### src/design/bafb_pkg.sv
// bafb_pkg: shared types and constants of the block allocator
`timescale 1ns / 1ps

package bafb_pkg;

    localparam int BLOCKS = 16;
    localparam int IDX_W  = $clog2(BLOCKS);
    localparam int CNT_W  = $clog2(BLOCKS + 1);
    localparam int SIZE_W = 16;
    localparam int OWN_W  = 8;

    typedef enum logic [1:0] {
        KIND_LOAD  = 2'd0,
        KIND_FIRST = 2'd1,
        KIND_BEST  = 2'd2,
        KIND_FREE  = 2'd3
    } kind_t;

    typedef enum logic [1:0] {
        STAT_ALLOC  = 2'd0,
        STAT_NOFIT  = 2'd1,
        STAT_LOADED = 2'd2,
        STAT_FREED  = 2'd3
    } status_t;

    typedef enum logic [1:0] {
        ST_IDLE,
        ST_SCAN,
        ST_FINISH
    } state_t;

    // requests from the sequencer into the block store
    typedef struct packed {
        logic              rd_en;
        logic [IDX_W-1:0]  rd_addr;
        logic              size_we;
        logic [IDX_W-1:0]  size_addr;
        logic [SIZE_W-1:0] size_wdata;
        logic              claim_we;
        logic [IDX_W-1:0]  claim_addr;
        logic [OWN_W-1:0]  claim_owner;
        logic              release_we;
        logic [IDX_W-1:0]  release_addr;
    } store_req_t;

    // registered read data, available in the cycle after rd_en
    typedef struct packed {
        logic [SIZE_W-1:0] size;
        logic [OWN_W-1:0]  owner;
        logic              taken;
    } store_rsp_t;

endpackage

### src/design/bafb_store.sv
// bafb_store: block size and owner memories plus taken flags
`timescale 1ns / 1ps

module bafb_store
(
    input  logic                clk,
    input  logic                rst_n,
    input  bafb_pkg::store_req_t req,
    output bafb_pkg::store_rsp_t rsp
);
    import bafb_pkg::*;

    logic [SIZE_W-1:0] size_mem  [BLOCKS];
    logic [OWN_W-1:0]  owner_mem [BLOCKS];
    logic [BLOCKS-1:0] taken_reg;
    store_rsp_t        rsp_reg;

    // taken flags reset to free
    always_ff @(posedge clk or negedge rst_n)
    begin
        if (!rst_n)
        begin
            taken_reg <= '0;
        end
        else
        begin
            if (req.claim_we)
            begin
                taken_reg[req.claim_addr] <= 1'b1;
            end
            if (req.release_we)
            begin
                taken_reg[req.release_addr] <= 1'b0;
            end
        end
    end

    always_ff @(posedge clk)
    begin
        if (req.size_we)
        begin
            size_mem[req.size_addr] <= req.size_wdata;
        end
        if (req.claim_we)
        begin
            owner_mem[req.claim_addr] <= req.claim_owner;
        end
        if (req.rd_en)
        begin
            rsp_reg.size  <= size_mem[req.rd_addr];
            rsp_reg.owner <= owner_mem[req.rd_addr];
            rsp_reg.taken <= taken_reg[req.rd_addr];
        end
    end

    assign rsp = rsp_reg;

endmodule

### src/design/block_allocator_first_best_fit.sv
// block_allocator_first_best_fit: fixed-partition allocator top level
`timescale 1ns / 1ps

// usage
// - input beats arrive on s_*; s_tuser carries the request kind (load size,
//   first-fit allocate, best-fit allocate, free owner)
// - every input beat gives exactly one result beat on m_*: a status in
//   m_tuser, claimed block index and released count in m_tdata
// - the user writes blocks_in_use (cfg_wr_en / cfg_wr_data) only while
//   idle, unenforced; values above the table size act as the full table
// - a load goes from accept straight to the finish step; an
//   allocate scans the blocks in use one table entry per cycle through the
//   size memory read port before its finish step; a free scans the whole
//   table the same way; the finish step loads the result into the output
//   register, which then drives the result beat valid
// - one item is in work at a time: s_tready is high only while idle, but
//   the next item is taken while a finished result still sits in the
//   output register
// - if the receiver stalls, the finished item waits in its last step until
//   the output register frees up; nothing is dropped
// - reset clears the taken flags, the register and the output valid;
//   block sizes are unknown until loaded, no clearing pass is run
module block_allocator_first_best_fit
(
    input  logic        clk,
    input  logic        rst_n,
    // config
    input  logic        cfg_wr_en,
    input  logic [4:0]  cfg_wr_data,   // blocks_in_use
    // input stream
    input  logic        s_tvalid,
    output logic        s_tready,
    input  logic [47:0] s_tdata,       // load_index[3:0], load_size[19:4],
                                       // request_size[35:20], owner_id[43:36]
    input  logic [1:0]  s_tuser,       // kind[1:0]
    // output stream
    output logic        m_tvalid,
    input  logic        m_tready,
    output logic [15:0] m_tdata,       // block_index[3:0], freed_count[8:4]
    output logic [1:0]  m_tuser        // status[1:0]
);
    import bafb_pkg::*;

    // registers
    state_t            state_reg,     state_next;
    logic [4:0]        biu_reg;
    kind_t             kind_reg,      kind_next;
    logic [SIZE_W-1:0] request_reg,   request_next;
    logic [OWN_W-1:0]  owner_reg,     owner_next;
    logic [CNT_W-1:0]  limit_reg,     limit_next;
    logic [CNT_W-1:0]  issue_reg,     issue_next;
    logic              cmp_valid_reg, cmp_valid_next;
    logic [IDX_W-1:0]  cmp_idx_reg,   cmp_idx_next;
    logic              found_reg,     found_next;
    logic [IDX_W-1:0]  pick_reg,      pick_next;
    logic [SIZE_W-1:0] best_reg,      best_next;
    logic [CNT_W-1:0]  freed_reg,     freed_next;
    logic              out_valid_reg, out_valid_next;
    status_t           out_status_reg, out_status_next;
    logic [IDX_W-1:0]  out_index_reg, out_index_next;
    logic [CNT_W-1:0]  out_freed_reg, out_freed_next;

    store_req_t        st_req;
    store_rsp_t        st_rsp;

    logic              in_beat;
    logic              out_free;
    logic              scan_done;
    logic              finish_go;
    logic              alloc_kind;
    logic              fits;
    logic [CNT_W-1:0]  active_n;

    // input field views
    logic [IDX_W-1:0]  in_load_index;
    logic [SIZE_W-1:0] in_load_size;
    logic [SIZE_W-1:0] in_request_size;
    logic [OWN_W-1:0]  in_owner_id;

    assign in_load_index   = s_tdata[3:0];
    assign in_load_size    = s_tdata[19:4];
    assign in_request_size = s_tdata[35:20];
    assign in_owner_id     = s_tdata[43:36];

    assign in_beat    = s_tvalid && s_tready;
    assign out_free   = !out_valid_reg || m_tready;
    assign scan_done  = (issue_reg == limit_reg) && !cmp_valid_reg;
    assign finish_go  = (state_reg == ST_FINISH) && out_free;
    assign alloc_kind = (kind_reg == KIND_FIRST) || (kind_reg == KIND_BEST);

    // blocks in use saturate at the table size
    assign active_n = (biu_reg > CNT_W'(BLOCKS)) ? CNT_W'(BLOCKS) : biu_reg[CNT_W-1:0];

    bafb_store u_store
    (
        .clk   (clk),
        .rst_n (rst_n),
        .req   (st_req),
        .rsp   (st_rsp)
    );

    // state sequencing
    always_comb
    begin
        state_next = state_reg;
        unique case (state_reg)
            ST_IDLE:
            begin
                if (in_beat)
                begin
                    state_next = (kind_t'(s_tuser) == KIND_LOAD) ? ST_FINISH : ST_SCAN;
                end
            end
            ST_SCAN:
            begin
                if (scan_done)
                begin
                    state_next = ST_FINISH;
                end
            end
            ST_FINISH:
            begin
                if (out_free)
                begin
                    state_next = ST_IDLE;
                end
            end
            default:
            begin
                state_next = ST_IDLE;
            end
        endcase
    end

    // handshake and store requests
    always_comb
    begin
        s_tready           = (state_reg == ST_IDLE);
        st_req             = '0;
        st_req.rd_en       = (state_reg == ST_SCAN) && (issue_reg != limit_reg);
        st_req.rd_addr     = issue_reg[IDX_W-1:0];
        st_req.size_we     = in_beat && (kind_t'(s_tuser) == KIND_LOAD);
        st_req.size_addr   = in_load_index;
        st_req.size_wdata  = in_load_size;
        st_req.claim_we    = finish_go && alloc_kind && found_reg;
        st_req.claim_addr  = pick_reg;
        st_req.claim_owner = owner_reg;
        st_req.release_we  = cmp_valid_reg && (kind_reg == KIND_FREE)
                             && st_rsp.taken && (st_rsp.owner == owner_reg);
        st_req.release_addr = cmp_idx_reg;
    end

    assign fits = !st_rsp.taken && (st_rsp.size >= request_reg);

    // scan datapath
    always_comb
    begin
        kind_next       = kind_reg;
        request_next    = request_reg;
        owner_next      = owner_reg;
        limit_next      = limit_reg;
        issue_next      = issue_reg;
        cmp_valid_next  = 1'b0;
        cmp_idx_next    = cmp_idx_reg;
        found_next      = found_reg;
        pick_next       = pick_reg;
        best_next       = best_reg;
        freed_next      = freed_reg;
        out_valid_next  = out_valid_reg && !m_tready;
        out_status_next = out_status_reg;
        out_index_next  = out_index_reg;
        out_freed_next  = out_freed_reg;

        if (in_beat)
        begin
            kind_next    = kind_t'(s_tuser);
            request_next = in_request_size;
            owner_next   = in_owner_id;
            issue_next   = '0;
            found_next   = 1'b0;
            pick_next    = '0;
            best_next    = '0;
            freed_next   = '0;
            case (kind_t'(s_tuser))
                KIND_FIRST, KIND_BEST: limit_next = active_n;
                KIND_FREE:             limit_next = CNT_W'(BLOCKS);
                default:               limit_next = '0;
            endcase
        end

        // read issue, one entry per cycle
        if (st_req.rd_en)
        begin
            issue_next     = issue_reg + CNT_W'(1);
            cmp_valid_next = 1'b1;
            cmp_idx_next   = issue_reg[IDX_W-1:0];
        end

        // compare stage on registered read data
        if (cmp_valid_reg)
        begin
            case (kind_reg)
                KIND_FIRST:
                begin
                    if (fits && !found_reg)
                    begin
                        found_next = 1'b1;
                        pick_next  = cmp_idx_reg;
                    end
                end
                KIND_BEST:
                begin
                    // ties go to the later index
                    if (fits && (!found_reg || st_rsp.size <= best_reg))
                    begin
                        found_next = 1'b1;
                        pick_next  = cmp_idx_reg;
                        best_next  = st_rsp.size;
                    end
                end
                KIND_FREE:
                begin
                    if (st_req.release_we)
                    begin
                        freed_next = freed_reg + CNT_W'(1);
                    end
                end
                default:
                begin
                end
            endcase
        end

        if (finish_go)
        begin
            out_valid_next = 1'b1;
            out_index_next = '0;
            out_freed_next = '0;
            case (kind_reg)
                KIND_LOAD:
                begin
                    out_status_next = STAT_LOADED;
                end
                KIND_FREE:
                begin
                    out_status_next = STAT_FREED;
                    out_freed_next  = freed_reg;
                end
                default:
                begin
                    if (found_reg)
                    begin
                        out_status_next = STAT_ALLOC;
                        out_index_next  = pick_reg;
                    end
                    else
                    begin
                        out_status_next = STAT_NOFIT;
                    end
                end
            endcase
        end
    end

    // control registers
    always_ff @(posedge clk or negedge rst_n)
    begin
        if (!rst_n)
        begin
            state_reg     <= ST_IDLE;
            biu_reg       <= '0;
            cmp_valid_reg <= 1'b0;
            out_valid_reg <= 1'b0;
        end
        else
        begin
            state_reg     <= state_next;
            cmp_valid_reg <= cmp_valid_next;
            out_valid_reg <= out_valid_next;
            if (cfg_wr_en)
            begin
                biu_reg <= cfg_wr_data;
            end
        end
    end

    // payload registers
    always_ff @(posedge clk)
    begin
        kind_reg       <= kind_next;
        request_reg    <= request_next;
        owner_reg      <= owner_next;
        limit_reg      <= limit_next;
        issue_reg      <= issue_next;
        cmp_idx_reg    <= cmp_idx_next;
        found_reg      <= found_next;
        pick_reg       <= pick_next;
        best_reg       <= best_next;
        freed_reg      <= freed_next;
        out_status_reg <= out_status_next;
        out_index_reg  <= out_index_next;
        out_freed_reg  <= out_freed_next;
    end

    assign m_tvalid = out_valid_reg;
    assign m_tuser  = out_status_reg;
    assign m_tdata  = {7'd0, out_freed_reg, out_index_reg};

`ifndef ASSERT_OFF
    // an accepted beat always moves the sequencer out of idle
    a_accept_leaves_idle: assert property (@(posedge clk) disable iff (!rst_n)
        in_beat |=> (state_reg != ST_IDLE))
        else $error("input accepted but sequencer stayed idle");

    // results are loaded only from the finish step
    a_result_from_finish: assert property (@(posedge clk) disable iff (!rst_n)
        (out_valid_next && !(out_valid_reg && !m_tready)) |-> (state_reg == ST_FINISH))
        else $error("result loaded outside finish step");

    // only a claim reports a block index
    a_index_only_on_alloc: assert property (@(posedge clk) disable iff (!rst_n)
        (m_tvalid && (m_tuser != STAT_ALLOC)) |-> (m_tdata[3:0] == 4'd0))
        else $error("block index set without a claim");

    // only a free reports a count, never above the table size
    a_freed_count: assert property (@(posedge clk) disable iff (!rst_n)
        m_tvalid |-> (((m_tuser != STAT_FREED) && (m_tdata[8:4] == 5'd0))
                      || ((m_tuser == STAT_FREED) && (m_tdata[8:4] <= 5'(BLOCKS)))))
        else $error("freed count out of place or out of range");
`endif

endmodule
### config.mk
export PLATFORM = sky130hd
export DESIGN_NAME = block_allocator_first_best_fit
export DESIGN_NICKNAME = d
export VERILOG_FILES = /design/src/design/bafb_pkg.sv /design/src/design/bafb_store.sv /design/src/design/block_allocator_first_best_fit.sv
export SDC_FILE = /design/constraint.sdc
export NUM_CORES = 1
export LEC_CHECK = 0
export BUFFER_PORTS_ARGS = -buffer_cell sky130_fd_sc_hd__buf_2
export CORE_ASPECT_RATIO = 1.2
export CORE_UTILIZATION = 30
export CTS_CLUSTER_DIAMETER = 120
export DETAILED_ROUTE_END_ITERATION = 8
export GPL_TIMING_DRIVEN = 0
export PLACE_DENSITY = 0.51
export SYNTH_ARGS = -nofsm -noshare
export SYNTH_HDL_FRONTEND = slang
export SYNTH_SLANG_ARGS = --single-unit
### constraint.sdc
create_clock -name clk -period 4.3 [get_ports clk]
set_input_delay 0.645 -clock clk [delete_from_list [all_inputs] [get_ports clk]]
set_output_delay 0.645 -clock clk [all_outputs]
set_load 0.03 [all_outputs]
### Word level (Yosys, flattened, before mapping)

Memory sizes are Yosys's and may differ from the RTL's. A register that Yosys moved wholly into a read port is not among the register bits.
Index checks and enable logic that the tools add are counted.

* add/subtract/negate cells: 2
* order comparisons: 8
* equality and inequality tests: 14
* muxes and demuxes: 43
* bitwise logic cells: 4
* reduce and logical (&&, ||, !) cells: 31

Operators by type and width (count)
* 2-to-1 mux 16 bit: 6
* 2-to-1 mux 5 bit: 7
* bitwise AND 16 bit: 1
* >= comparator 16 bit: 1
* <= comparator 16 bit: 1
* logical AND 1 bit: 16
* 2-to-1 mux 4 bit: 4
* NOT 16 bit: 1
* bitwise OR 16 bit: 1
* < comparator 4 x 5 -> 1 bit (second input constant): 3
* 2-to-1 mux 1 bit: 14
* adder 5 x 1 -> 5 bit (second input constant): 2
* equality test 2 bit (second input constant): 5
* one-hot mux 5 bit (2 select lines): 1
* demux 1 bit (select 4 bit): 2
* equality test 8 bit: 1
* >= comparator 4 x 1 -> 1 bit (second input constant): 2
* 2-to-1 mux 2 bit: 4
* one-hot mux 4 bit (2 select lines): 1
* equality test 2 x 1 -> 1 bit (second input constant): 3
* logical NOT 2 bit: 3
* one-hot mux 2 bit (3 select lines): 1
* equality test 5 bit: 1
* greater-than comparator 5 bit (second input constant): 1
* 13 further kinds: 20

* register bits after elaboration: 103
* bits in writable memories: 384
* bits of input ports: 60
* output and inout port bits: 20
* word-level logic and storage cells: 123
* memories: 2

Memories
* u_store.size_mem: depth 16, bits a word 16, rd ports 1, clocked after memory_dff 1, wr ports 1, line bafb_store.sv:13 `logic [SIZE_W-1:0] size_mem [BLOCKS];`
* u_store.owner_mem: depth 16, bits a word 8, rd ports 1, clocked after memory_dff 1, wr ports 1, line bafb_store.sv:14 `logic [OWN_W-1:0] owner_mem [BLOCKS];`

### Logic depth before layout (Yosys ltp)

Gate-level depths: netlist of run 1.

* depth in word-level cells: 8
* depth in mapped cells: 10
* gate-level depth less buffers: 8

### Hierarchy

A second synthesis of run 1 with hierarchy kept.

* cell total of the unflattened synthesis: 1107
* area, all modules: 20412.1 µm²

By module, submodules not included
* bafb_store: instances 1, cells each 708, area an instance 16026.6 µm², seq. area each 12682.2 µm²
* block_allocator_first_best_fit: instances 1, cells each 399, area an instance 4385.5 µm², seq. area each 2277.2 µm²

### Least setup slack after synthesis of run 1

OpenSTA, ideal clock, no wires.

* path kind: register to register
* start: reg state_reg[0]
* end: mem u_store.size_mem[3][0] (enable)
* setup time: 409 ps
* data arrival time: 3775 ps
* required time: 3891 ps
* path slack: 116 ps
* stages on the path, launching flop included: 7
* path buffers: 1
* clock period less this slack: 4184 ps
* cells stage by stage: dfrtp_1 -> nor2_1 -> nand2_1 -> inv_1 -> clkbuf_1 -> nand4_1 -> nor3_1

* word-level cells in the longest chain between the ends: 5

RTL lines
* start: declaration: line block_allocator_first_best_fit.sv:45 `state_t state_reg, state_next;`
* start signal: assignment: line block_allocator_first_best_fit.sv:277 `state_reg <= state_next;`
* logical NOT 2 bit: line block_allocator_first_best_fit.sv:138 `s_tready = (state_reg == ST_IDLE);`
* via s_tready: line block_allocator_first_best_fit.sv:32 `output logic s_tready,`
* logical AND 1 bit: line block_allocator_first_best_fit.sv:85 `assign in_beat = s_tvalid && s_tready;`
* via in_beat: line block_allocator_first_best_fit.sv:66 `logic in_beat;`
* logical AND 1 bit: line block_allocator_first_best_fit.sv:142 `st_req.size_we = in_beat && (kind_t'(s_tuser) == KIND_LOAD);`
* 2-to-1 mux 1 bit: line bafb_store.sv:40 `if (req.size_we)`
* 2-to-1 mux 1 bit (not written as such): line bafb_store.sv:42 `size_mem[req.size_addr] <= req.size_wdata;`
* end: declaration: line bafb_store.sv:13

The timed path passes the listed nets, and every way through them passes these cells.

### Worst setup path after layout of run 1

* start: reg state_reg[0]
* end: mem u_store.owner_mem[3][4] (enable)

* word-level cells in the longest chain between the ends: 6

RTL lines
* equality test 2 bit: line block_allocator_first_best_fit.sv:88 `assign finish_go = (state_reg == ST_FINISH) && out_free;`
* logical AND 1 bit: line block_allocator_first_best_fit.sv:88
* via finish_go: line block_allocator_first_best_fit.sv:69 `logic finish_go;`
* logical AND 1 bit (2 in series): line block_allocator_first_best_fit.sv:145 `st_req.claim_we = finish_go && alloc_kind && found_reg;`
* 2-to-1 mux 1 bit: line bafb_store.sv:44 `if (req.claim_we)`
* 2-to-1 mux 1 bit (not written as such): line bafb_store.sv:46 `owner_mem[req.claim_addr] <= req.claim_owner;`
* end: declaration: line bafb_store.sv:14

The timed path passes the listed nets, and every way through them passes these cells.

==> results.toml, run 1 <==
[clocking]
path_clk_slew_ps = 70
cts_sinks = 511
cts_hold_buf = 0
post_cts_buffers = 0
numCtsBuffers = 53
cts-root-buf = "clkbuf_16"
cts_tree = "yes"
cts_resized = 0
worst_skew_pair.late_latency_ps = 600
htreeDepth = 2
cts_buffer_depth = 3

[logic_synthesis]
ys_seq_area_share_pct = 73.11
netlist_instances = 1052
synthDistinctLibCells = 57
async_flop_share_pct = 4.892
syn_area_um2 = 20460
syn_area_per_cell_um2 = 19.45
synth_warnings = 0
synth-seq-cells = 511
ys.flop_type = "edfxtp_1"
synth_edf_count = 460

[sta]
worst_pin_slew_ps = 1283
whs_ps = 60.69
hold_viol = 0
slew_headroom_pct = 13.93
setup_viol = 0
finalCritPeriodShare_pct = 84.63
fin_crit_ps = 3639
worst_slack_ps = 660.8
fmax_ghz = 0.2748
fin_worst_skew_ps = 34.07
setup_tns_ps = 0
rsz0062_at_grt = "false"
maxSlewViolCount = 0

[setup_path]
cp_cell_sequence = "nand2b_1 > nor2b_1 > nand3_1 > or3_1 > nor2_1"
rr_endpoint = "u_store.owner_mem[3][4]"
crit_buf_inv = 0
rr_worst_depth = 5
worst-path-max-fanout = 13
crit_family = "simple AND/OR/NAND/NOR gates"
critPathSlowestCell = "nor2_1"
r2r_slack_ps = 660
r2r_start = "state_reg[0]"
cpPeakStageDelay_ps = 860
startpoint_type = "flop"
critPathRequiredTime_ps = 4490
worstSetupPathType = "reg -> reg"
cp.depth = 5
setup.worst_path.end_class = "flop"
critPathArrivalTime_ps = 3830

[placed_design]
post-place-ws_ps = 331.8
gp_congestion = 0.7896
portBuffers = 68
dpl_cell_area_um2 = 22400
dp_cells = 2049
dp.final_hpwl_um = 32040

[floorplanning]
die_area_um2 = 69260
num_io_pins = 80
coreArea_um2 = 67270
rows = 104
initial_utilization_pct = 30.42
die_h_um = 288.1
die_w_um = 240.4

[pwr]
p_leak_nw = 8.068
p_per_area_nw_per_um2 = 612.7
ir_drop_uv = 272.3

[detailed_routing]
drc_errors = 0
vias_per_cell = 4.732
wl_met3_um = 2372
wl_per_cell_um = 21.77
met2_length_um = 23350
detail_route.first_pass.iterations = 5
drtIter0Drc = 786
top_layer = "met5"
wl_met1_um = 19790
wl_um = 46770
vias = 10170
drtAntennaViolNets = 0

[global_routing]
grt_usage_pct = 13.85
grt_overflow = 0
grt_pass1_vias = 10730
antenna_found_initial = 4
grt_pass1_wl_um = 69680
grt_start_max_net_pins = 33

[finish]
final_cell_mix = "edfxtp_1, mux4_2, buf_2, clkbuf_16, nor2_1"
final_cells = 2148
layout_commonest_cell = "edfxtp_1"
regArea_um2 = 14960
final_area_um2 = 24180
syn2layout_area_growth_pct = 18.17
largest_reg_flops = 256
drive_gt1_share_pct = 28.57
nets = 1304
num-fill-cells = 6275
multi_input_area_um2 = 5202

[worst_hold_path]
hp-class = "in -> async"

[outcome]
outcome = "finished, final reports clean"

[job]
cap_viol_max_count = 0
final cells by class:
type / instances / area share (%)
antenna: 1 / 0.01035
tap: 901 / 4.662
buffer: 47 / 0.9469
sequential: 511 / 61.86
multi-input combinational: 456 / 21.52
clock inverter: 30 / 1.361
inverter: 44 / 0.6830
timing repair buffer: 90 / 2.986
clock buffer: 68 / 5.971
synthesized netlist by cell type (all sizes together), types with 3 or more instances:
library cell | count | share of area, %
nand2b | 7 | 0.21
a2bb2oi | 5 | 0.21
clkbuf | 26 | 0.48
dfxtp | 26 | 2.5
a211oi | 3 | 0.11
nor2 | 58 | 1.1
a21o | 3 | 0.12
ha | 41 | 2.5
buf | 21 | 0.64
edfxtp | 460 | 68
xor2 | 6 | 0.26
a31oi | 8 | 0.24
and3 | 7 | 0.21
mux2 | 22 | 1.4
inv | 44 | 0.81
nor2b | 4 | 0.12
mux4 | 125 | 14
nor3b | 3 | 0.11
or3 | 3 | 0.092
nand4 | 8 | 0.28
nand3 | 11 | 0.27
o221ai | 4 | 0.17
and2 | 16 | 0.49
nor3 | 11 | 0.27
xnor2 | 11 | 0.47
a21oi | 28 | 0.68
o21ai | 9 | 0.24
o31ai | 6 | 0.22
dfrtp | 25 | 3.1
nand2 | 27 | 0.50
layer usage:
metal  global-route usage (%)  up-vias
met5                        0        -
met4                    4.331        6
met3                    2.464       85
met2                    23.51      262
met1                    17.92     5287
li1                         -     4525
report_power, final:
group	leakage, nW	internal, W	switching, W
combinational	2.49	0.00171	0.00213
sequential	4.72	0.00599	0.000319
clock	0.861	0.00274	0.00194
logic make-up (layout without fill, tap and decap cells):
kind of cell	after synthesis	count (layout)	share of synthesized area [%]
adders and majority gates	41	41	2.507
DFF	511	511	73.11
xor gates and xnor gates	17	17	0.7276
buffers and inverters	91	279	1.920
muxes	149	149	15.23
and+or+nand+nor	162	162	3.926
other	1	8	0.01833
AOI/OAI and AO/OA	80	80	2.562
worst max-delay path by stage:
| stage | end | slack [ps] | start |
|---|---|---|---|
| floorplan | u_store.size_mem[3][0] | 120 | state_reg[0] |
| global placement | u_store.size_mem[3][1] | -2270 | s_tvalid |
| detailed placement | issue_reg[1] | 330 | issue_reg[0] |
| CTS | issue_reg[1] | 300 | issue_reg[0] |
| global route | u_store.owner_mem[1][4] | 420 | state_reg[0] |
| finish | u_store.owner_mem[3][4] | 660 | state_reg[0] |
per-stage QoR:
| step | total power [W] | util, % |
|---|---|---|
| 2_1_floorplan | 0.008975 | - |
| 3_3_place_gp | 0.01029 | 32.63 |
| 3_5_place_dp | 0.01035 | 33.30 |
| 4_1_cts | 0.01507 | 35.93 |
| 5_1_grt | 0.01554 | 35.94 |
| 6_report | 0.01482 | 35.94 |
Power figures use the tool's default switching activity.
==> inputs of run 2 (changes only) <==
==> constraint.sdc (replaced) <==
create_clock -name clk -period 3.6 [get_ports clk]
set_input_delay 0.54 -clock clk [delete_from_list [all_inputs] [get_ports clk]]
set_output_delay 0.54 -clock clk [all_outputs]
set_load 0.03 [all_outputs]
==> run 2 against run 1 <==
Compared with the run above: cell count about the same; routed wire length rose by 0.91%; non-clock buffer count unchanged; global-route usage about the same; critical endpoint is now u_store.rsp[17]; count of clock-buffer cells in the layout shrank 6; cell area about the same; core utilization is essentially flat; sequential share of layout area is essentially flat; flip-flop and latch count unchanged; critical path depth unchanged; via count about the same; clock skew rose by 6.1 ps.
==> results.toml, run 2 (synthesis results as in run 1) <==
[clocking]
numCtsBuffers = 52
path_clk_slew_ps = 60
post_cts_buffers = 0
htreeDepth = 2
cts_sinks = 511
worst_skew_pair.late_latency_ps = 620
cts_tree = "yes"
cts-root-buf = "clkbuf_16"
cts_buffer_depth = 3

[pwr]
swShare_pct = 30.23
p_sw_w = 0.005307
seqPwrFrac_pct = 42.9
ir_drop_uv = 361.7
p_leak_nw = 8.052
finalPower_w = 0.01756
clkPwrFrac_pct = 30.5
p_per_area_nw_per_um2 = 725.9
p_int_w = 0.01225
power.share.combinational_pct = 26.6

[global_routing]
grt_start_max_net_pins = 41
grt_usage_pct = 13.88
grt_pass1_vias = 10690
antenna_found_initial = 4
grt_overflow = 0
grt_pass1_wl_um = 69900

[finish]
largest_reg_flops = 256
drive_gt1_share_pct = 28.62
multi_input_area_um2 = 5231
layout_commonest_cell = "edfxtp_1"
num-fill-cells = 6240
regArea_um2 = 14960
nets = 1304
final_cell_mix = "edfxtp_1, mux4_2, buf_2, clkbuf_16, nor2_1"
syn2layout_area_growth_pct = 18.20

[sta]
maxSlewViolCount = 0
slew_headroom_pct = 11.77
finalCritPeriodShare_pct = 92.14
setup_viol = 0
fin_crit_ps = 3317
rsz0062_at_grt = "false"
worst_pin_slew_ps = 1313
setup_tns_ps = 0
fmax_ghz = 0.3015
fin_worst_skew_ps = 40.12
hold_viol = 0

[setup_path]
crit_family = "buffers and inverters"
r2r_slack_ps = 280
critPathSlowestCell = "clkdlybuf4s15_2"
cp_cell_sequence = "clkbuf_1 > clkbuf_1 > clkdlybuf4s15_2 > mux4_2 > mux4_2"
cpPeakStageDelay_ps = 680
critPathArrivalTime_ps = 3650
setup.worst_path.end_class = "flop"
crit_buf_inv = 3
startpoint_type = "flop"
critPathRequiredTime_ps = 3940
worstSetupPathType = "reg -> reg"
worst-path-max-fanout = 10

[placed_design]
portBuffers = 68
gp_congestion = 0.7711
dp.final_hpwl_um = 32200

[floorplanning]
die_h_um = 288.1
num_io_pins = 80
initial_utilization_pct = 30.42
coreArea_um2 = 67270
die_w_um = 240.4
die_area_um2 = 69260
rows = 104

[detailed_routing]
drc_errors = 0
wl_per_cell_um = 21.99
vias_per_cell = 4.740
vias = 10170
wl_um = 47190
detail_route.first_pass.iterations = 4
drtIter0Drc = 683
drtAntennaViolNets = 0

[outcome]
outcome = "finished, final reports clean"

[worst_hold_path]
hp-class = "in -> reg"

[job]
cap_viol_max_count = 0
## run 2: cell count changes in the layout (fill, tap and decap cells not counted), sizes merged
cell,before,now
buf,111,103
bufinv,6,5
clkbuf,94,93
clkdlybuf4s15,0,2
clkinv,17,24
clkinvlp,4,5
dlygate4sd3,0,1
inv,47,44
## run 2: worst register-to-register path, delay by kind of cell (launching register included)
kind | cells | cell delay (ps)
buffers and inverters | 3 | 1490
multiplexers | 2 | 1160
flip-flops | 1 | 380
## run 2: repair_timing
action                                  CTS  global route
hold endpoints to repair                 25             0
resized for setup                        12            10
hold buffers                              1             0
gates cloned                              1             0
endpoints found under the setup margin  133            34
## run 2: stage by stage
step           utilization (%)  area, um2  hold WS, ps  worst slack [ps]  instances
2_1_floorplan                -      20490        244.4             370.4       1058
3_3_place_gp             32.64      21960        436.1             -1086       2027
3_5_place_dp             33.33      22420        439.1            -260.6       2048
4_1_cts                  35.94      24180        53.37             7.645       2145
5_1_grt                  35.95      24190        63.65             73.60       2146
6_report                 35.95      24190        97.04             283.1       2146
## run 2: power groups by stage
stage	registers [W]	clock network, W	logic, W
6_report	0.00753	0.00535	0.00467
3_3_place_gp	0.00766	0	0.00464
4_1_cts	0.00755	0.00550	0.00478
2_1_floorplan	0.00753	0	0.00318
5_1_grt	0.00760	0.00571	0.00508
3_5_place_dp	0.00767	0	0.00470
## run 2: layout make-up
| class | count | share of cell area [%] |
|---|---|---|
| plain buffers | 47 | 1.045 |
| repair buffers | 90 | 3.093 |
| well taps | 901 | 4.661 |
| diodes | 1 | 0.01035 |
| multi-input cells | 456 | 21.63 |
| flip-flops and latches | 511 | 61.85 |
| clock buffers | 62 | 5.535 |
| inverters | 44 | 0.6984 |
| clock inverters | 33 | 1.448 |
| repair inverters | 1 | 0.03104 |
## run 2: path summary, 6_finish.rpt
check                             start              endpoint  cells after the start
max in group asynchronous         rst_n  u_store.taken_reg[8]                      2
hold reg to reg            issue_reg[3]        cmp_idx_reg[3]                      0
min in group asynchronous         rst_n          state_reg[1]                      2
setup / recovery           issue_reg[0]       u_store.rsp[17]                      5
hold / removal              s_tdata[32]       request_reg[12]                      1
setup reg to reg           issue_reg[0]       u_store.rsp[17]                      5
## run 2: metal layers
layer | track usage [%] | up-vias | share of wire (%)
met3 | 2.599 | 76 | 4.5
met5 | 0 | - | 0.081
li1 | - | 4537 | -
met2 | 23.71 | 213 | 51
met4 | 4.379 | 6 | 2.5
met1 | 17.75 | 5341 | 42
==> inputs of run 3 (changes only) <==
==> constraint.sdc (replaced) <==
create_clock -name clk -period 3.3 [get_ports clk]
set_input_delay 0.495 -clock clk [delete_from_list [all_inputs] [get_ports clk]]
set_output_delay 0.495 -clock clk [all_outputs]
set_load 0.03 [all_outputs]
==> run 3 against run 2 <==
Compared with the run above: sequential power is 9.2% higher; register-to-register slack worse by 230 ps; worst hold slack got worse by 46 ps; first-iteration DRC count is 10% higher; combinational power rose by 9.6%; sequential share of layout area decreased by 0.18 points; clock skew decreased by 1.9 ps; maximum frequency grew 2.3%; flip-flop and latch count did not move; critical path type unchanged; largest power group unchanged.
==> results.toml, run 3 (synthesis results as in run 1) <==
[outcome]
outcome = "finished, final reports clean"

[setup_path]
worst-path-max-fanout = 13
r2r_slack_ps = 60
worstSetupPathType = "reg -> reg"
setup.worst_path.end_class = "flop"
critPathArrivalTime_ps = 3470
r2r_start = "state_reg[0]"
startpoint = "state_reg[0]"
critPathRequiredTime_ps = 3520
rr_worst_depth = 5
startpoint_type = "flop"
endpoint = "u_store.owner_mem[3][3]"
rr_endpoint = "u_store.owner_mem[3][3]"

[finish]
syn2layout_area_growth_pct = 18.55
drive_gt1_share_pct = 29.43
num-fill-cells = 6237
nets = 1307
final_area_um2 = 24260
multi_input_area_um2 = 5268
regArea_um2 = 14960
final_cells = 2149
final_cell_mix = "edfxtp_1, mux4_2, buf_2, clkbuf_16, inv_1"
largest_reg_flops = 256
layout_commonest_cell = "edfxtp_1"
post-route-util_pct = 36.06

[placed_design]
portBuffers = 68
dp.final_hpwl_um = 32200
dpl_cell_area_um2 = 22420
gp_congestion = 0.7711
dp_cells = 2048

[clocking]
worst_skew_pair.late_latency_ps = 620
cts_sinks = 511
htreeDepth = 2
numCtsBuffers = 52
cts-root-buf = "clkbuf_16"
path_clk_slew_ps = 60
cts_buffer_depth = 3
cts_tree = "yes"

[global_routing]
antenna_found_initial = 4
grt_usage_pct = 13.89
grt_start_max_net_pins = 41
grt_pass1_vias = 10720
grt_overflow = 0
grt_pass1_wl_um = 69990

[sta]
maxSlewViolCount = 0
worst_pin_slew_ps = 1163
fin_worst_skew_ps = 38.20
slew_headroom_pct = 22.49
fmax_ghz = 0.3083
setup_viol = 0
finalCritPeriodShare_pct = 98.28
whs_ps = 51.12
fin_crit_ps = 3243
hold_viol = 0
rsz0062_at_grt = "true"

[floorplanning]
num_io_pins = 80
initial_utilization_pct = 30.42
rows = 104
die_w_um = 240.4
die_area_um2 = 69260
coreArea_um2 = 67270
die_h_um = 288.1

[pwr]
p_leak_nw = 8.072
finalPower_w = 0.01918
p_per_area_nw_per_um2 = 790.8
ir_drop_uv = 383.3

[worst_hold_path]
whs_path_depth = 1
hp-class = "in -> reg"

[detailed_routing]
detail_route.first_pass.iterations = 5
drc_errors = 0
wl_per_cell_um = 22.01
drtIter0Drc = 752
drtAntennaViolNets = 0
vias = 10160
vias_per_cell = 4.728
wl_um = 47290

[job]
cap_viol_max_count = 0
[run 3: changes by cell type in the layout (fill, tap and decap cells not counted)]
| cell | previous run | this run |
|---|---|---|
| nor2_1 | 45 | 39 |
| buf_4 | 7 | 11 |
| nor2_4 | 0 | 4 |
| clkdlybuf4s15_2 | 2 | 4 |
| nor2_2 | 13 | 15 |
| clkbuf_1 | 35 | 34 |
| clkbuf_2 | 5 | 4 |
| clkbuf_4 | 1 | 0 |
| clkinvlp_2 | 0 | 1 |
| clkinvlp_4 | 5 | 4 |
| nor3_1 | 4 | 3 |
| nor3_4 | 1 | 2 |
| o311ai_2 | 0 | 1 |
| o311ai_4 | 1 | 0 |
[run 3: final cells by class]
class	count	share of cell area [%]
clock inverter	33	1.444
buffer	47	1.099
clock buffer	62	5.519
antenna	1	0.01032
tap	901	4.647
inverter	44	0.6963
multi-input combinational	456	21.72
timing repair inverter	1	0.02063
sequential	511	61.67
timing repair buffer	93	3.177
[run 3: power by group]
group          internal [W]  total [W]  switching, W
logic               0.00229    0.00512       0.00283
registers           0.00779    0.00822      0.000421
clock network       0.00331    0.00585       0.00254
[run 3: through the flow]
| step | setup TNS (ps) | worst slack, ps |
|---|---|---|
| 3_3_place_gp | -248760 | -1385 |
| 6_report | 0 | 56.83 |
| 2_1_floorplan | 0 | 70.43 |
| 4_1_cts | 0 | 8.976 |
| 5_1_grt | -4242 | -149.4 |
| 3_5_place_dp | -74350 | -560.6 |
[run 3: worst max-delay path, cell delays in order, from the launching register on]
cell,delay [ps]
dfrtp_1,460
nand2b_1,240
nor2b_2,560
nand3_1,350
or3_1,480
nor2_1,750
[run 3: repair_timing]
item,in CTS,in global routing
buffers inserted,3,0
resized for setup,17,17
endpoints found under the hold margin,25,0
endpoints found under the setup margin,237,122
cloned,1,0
hold buffers,1,0
[run 3: how the worst min path moves through the flow]
stage | start | endpoint
2_1_floorplan | rst_n | biu_reg[0]
3_3_place_gp | issue_reg[3] | cmp_idx_reg[3]
3_5_place_dp | issue_reg[3] | cmp_idx_reg[3]
4_1_cts | s_tdata[32] | request_reg[12]
5_1_grt | s_tdata[33] | request_reg[13]
6_report | s_tdata[32] | request_reg[12]
[run 3: routing by layer]
metal	GRT usage, %	vias to the layer above	wire, um
met5	0	-	38
met4	4.283	6	1028
met3	2.560	68	2079
met2	23.78	206	24200
met1	17.78	5341	19950
li1	-	4539	-
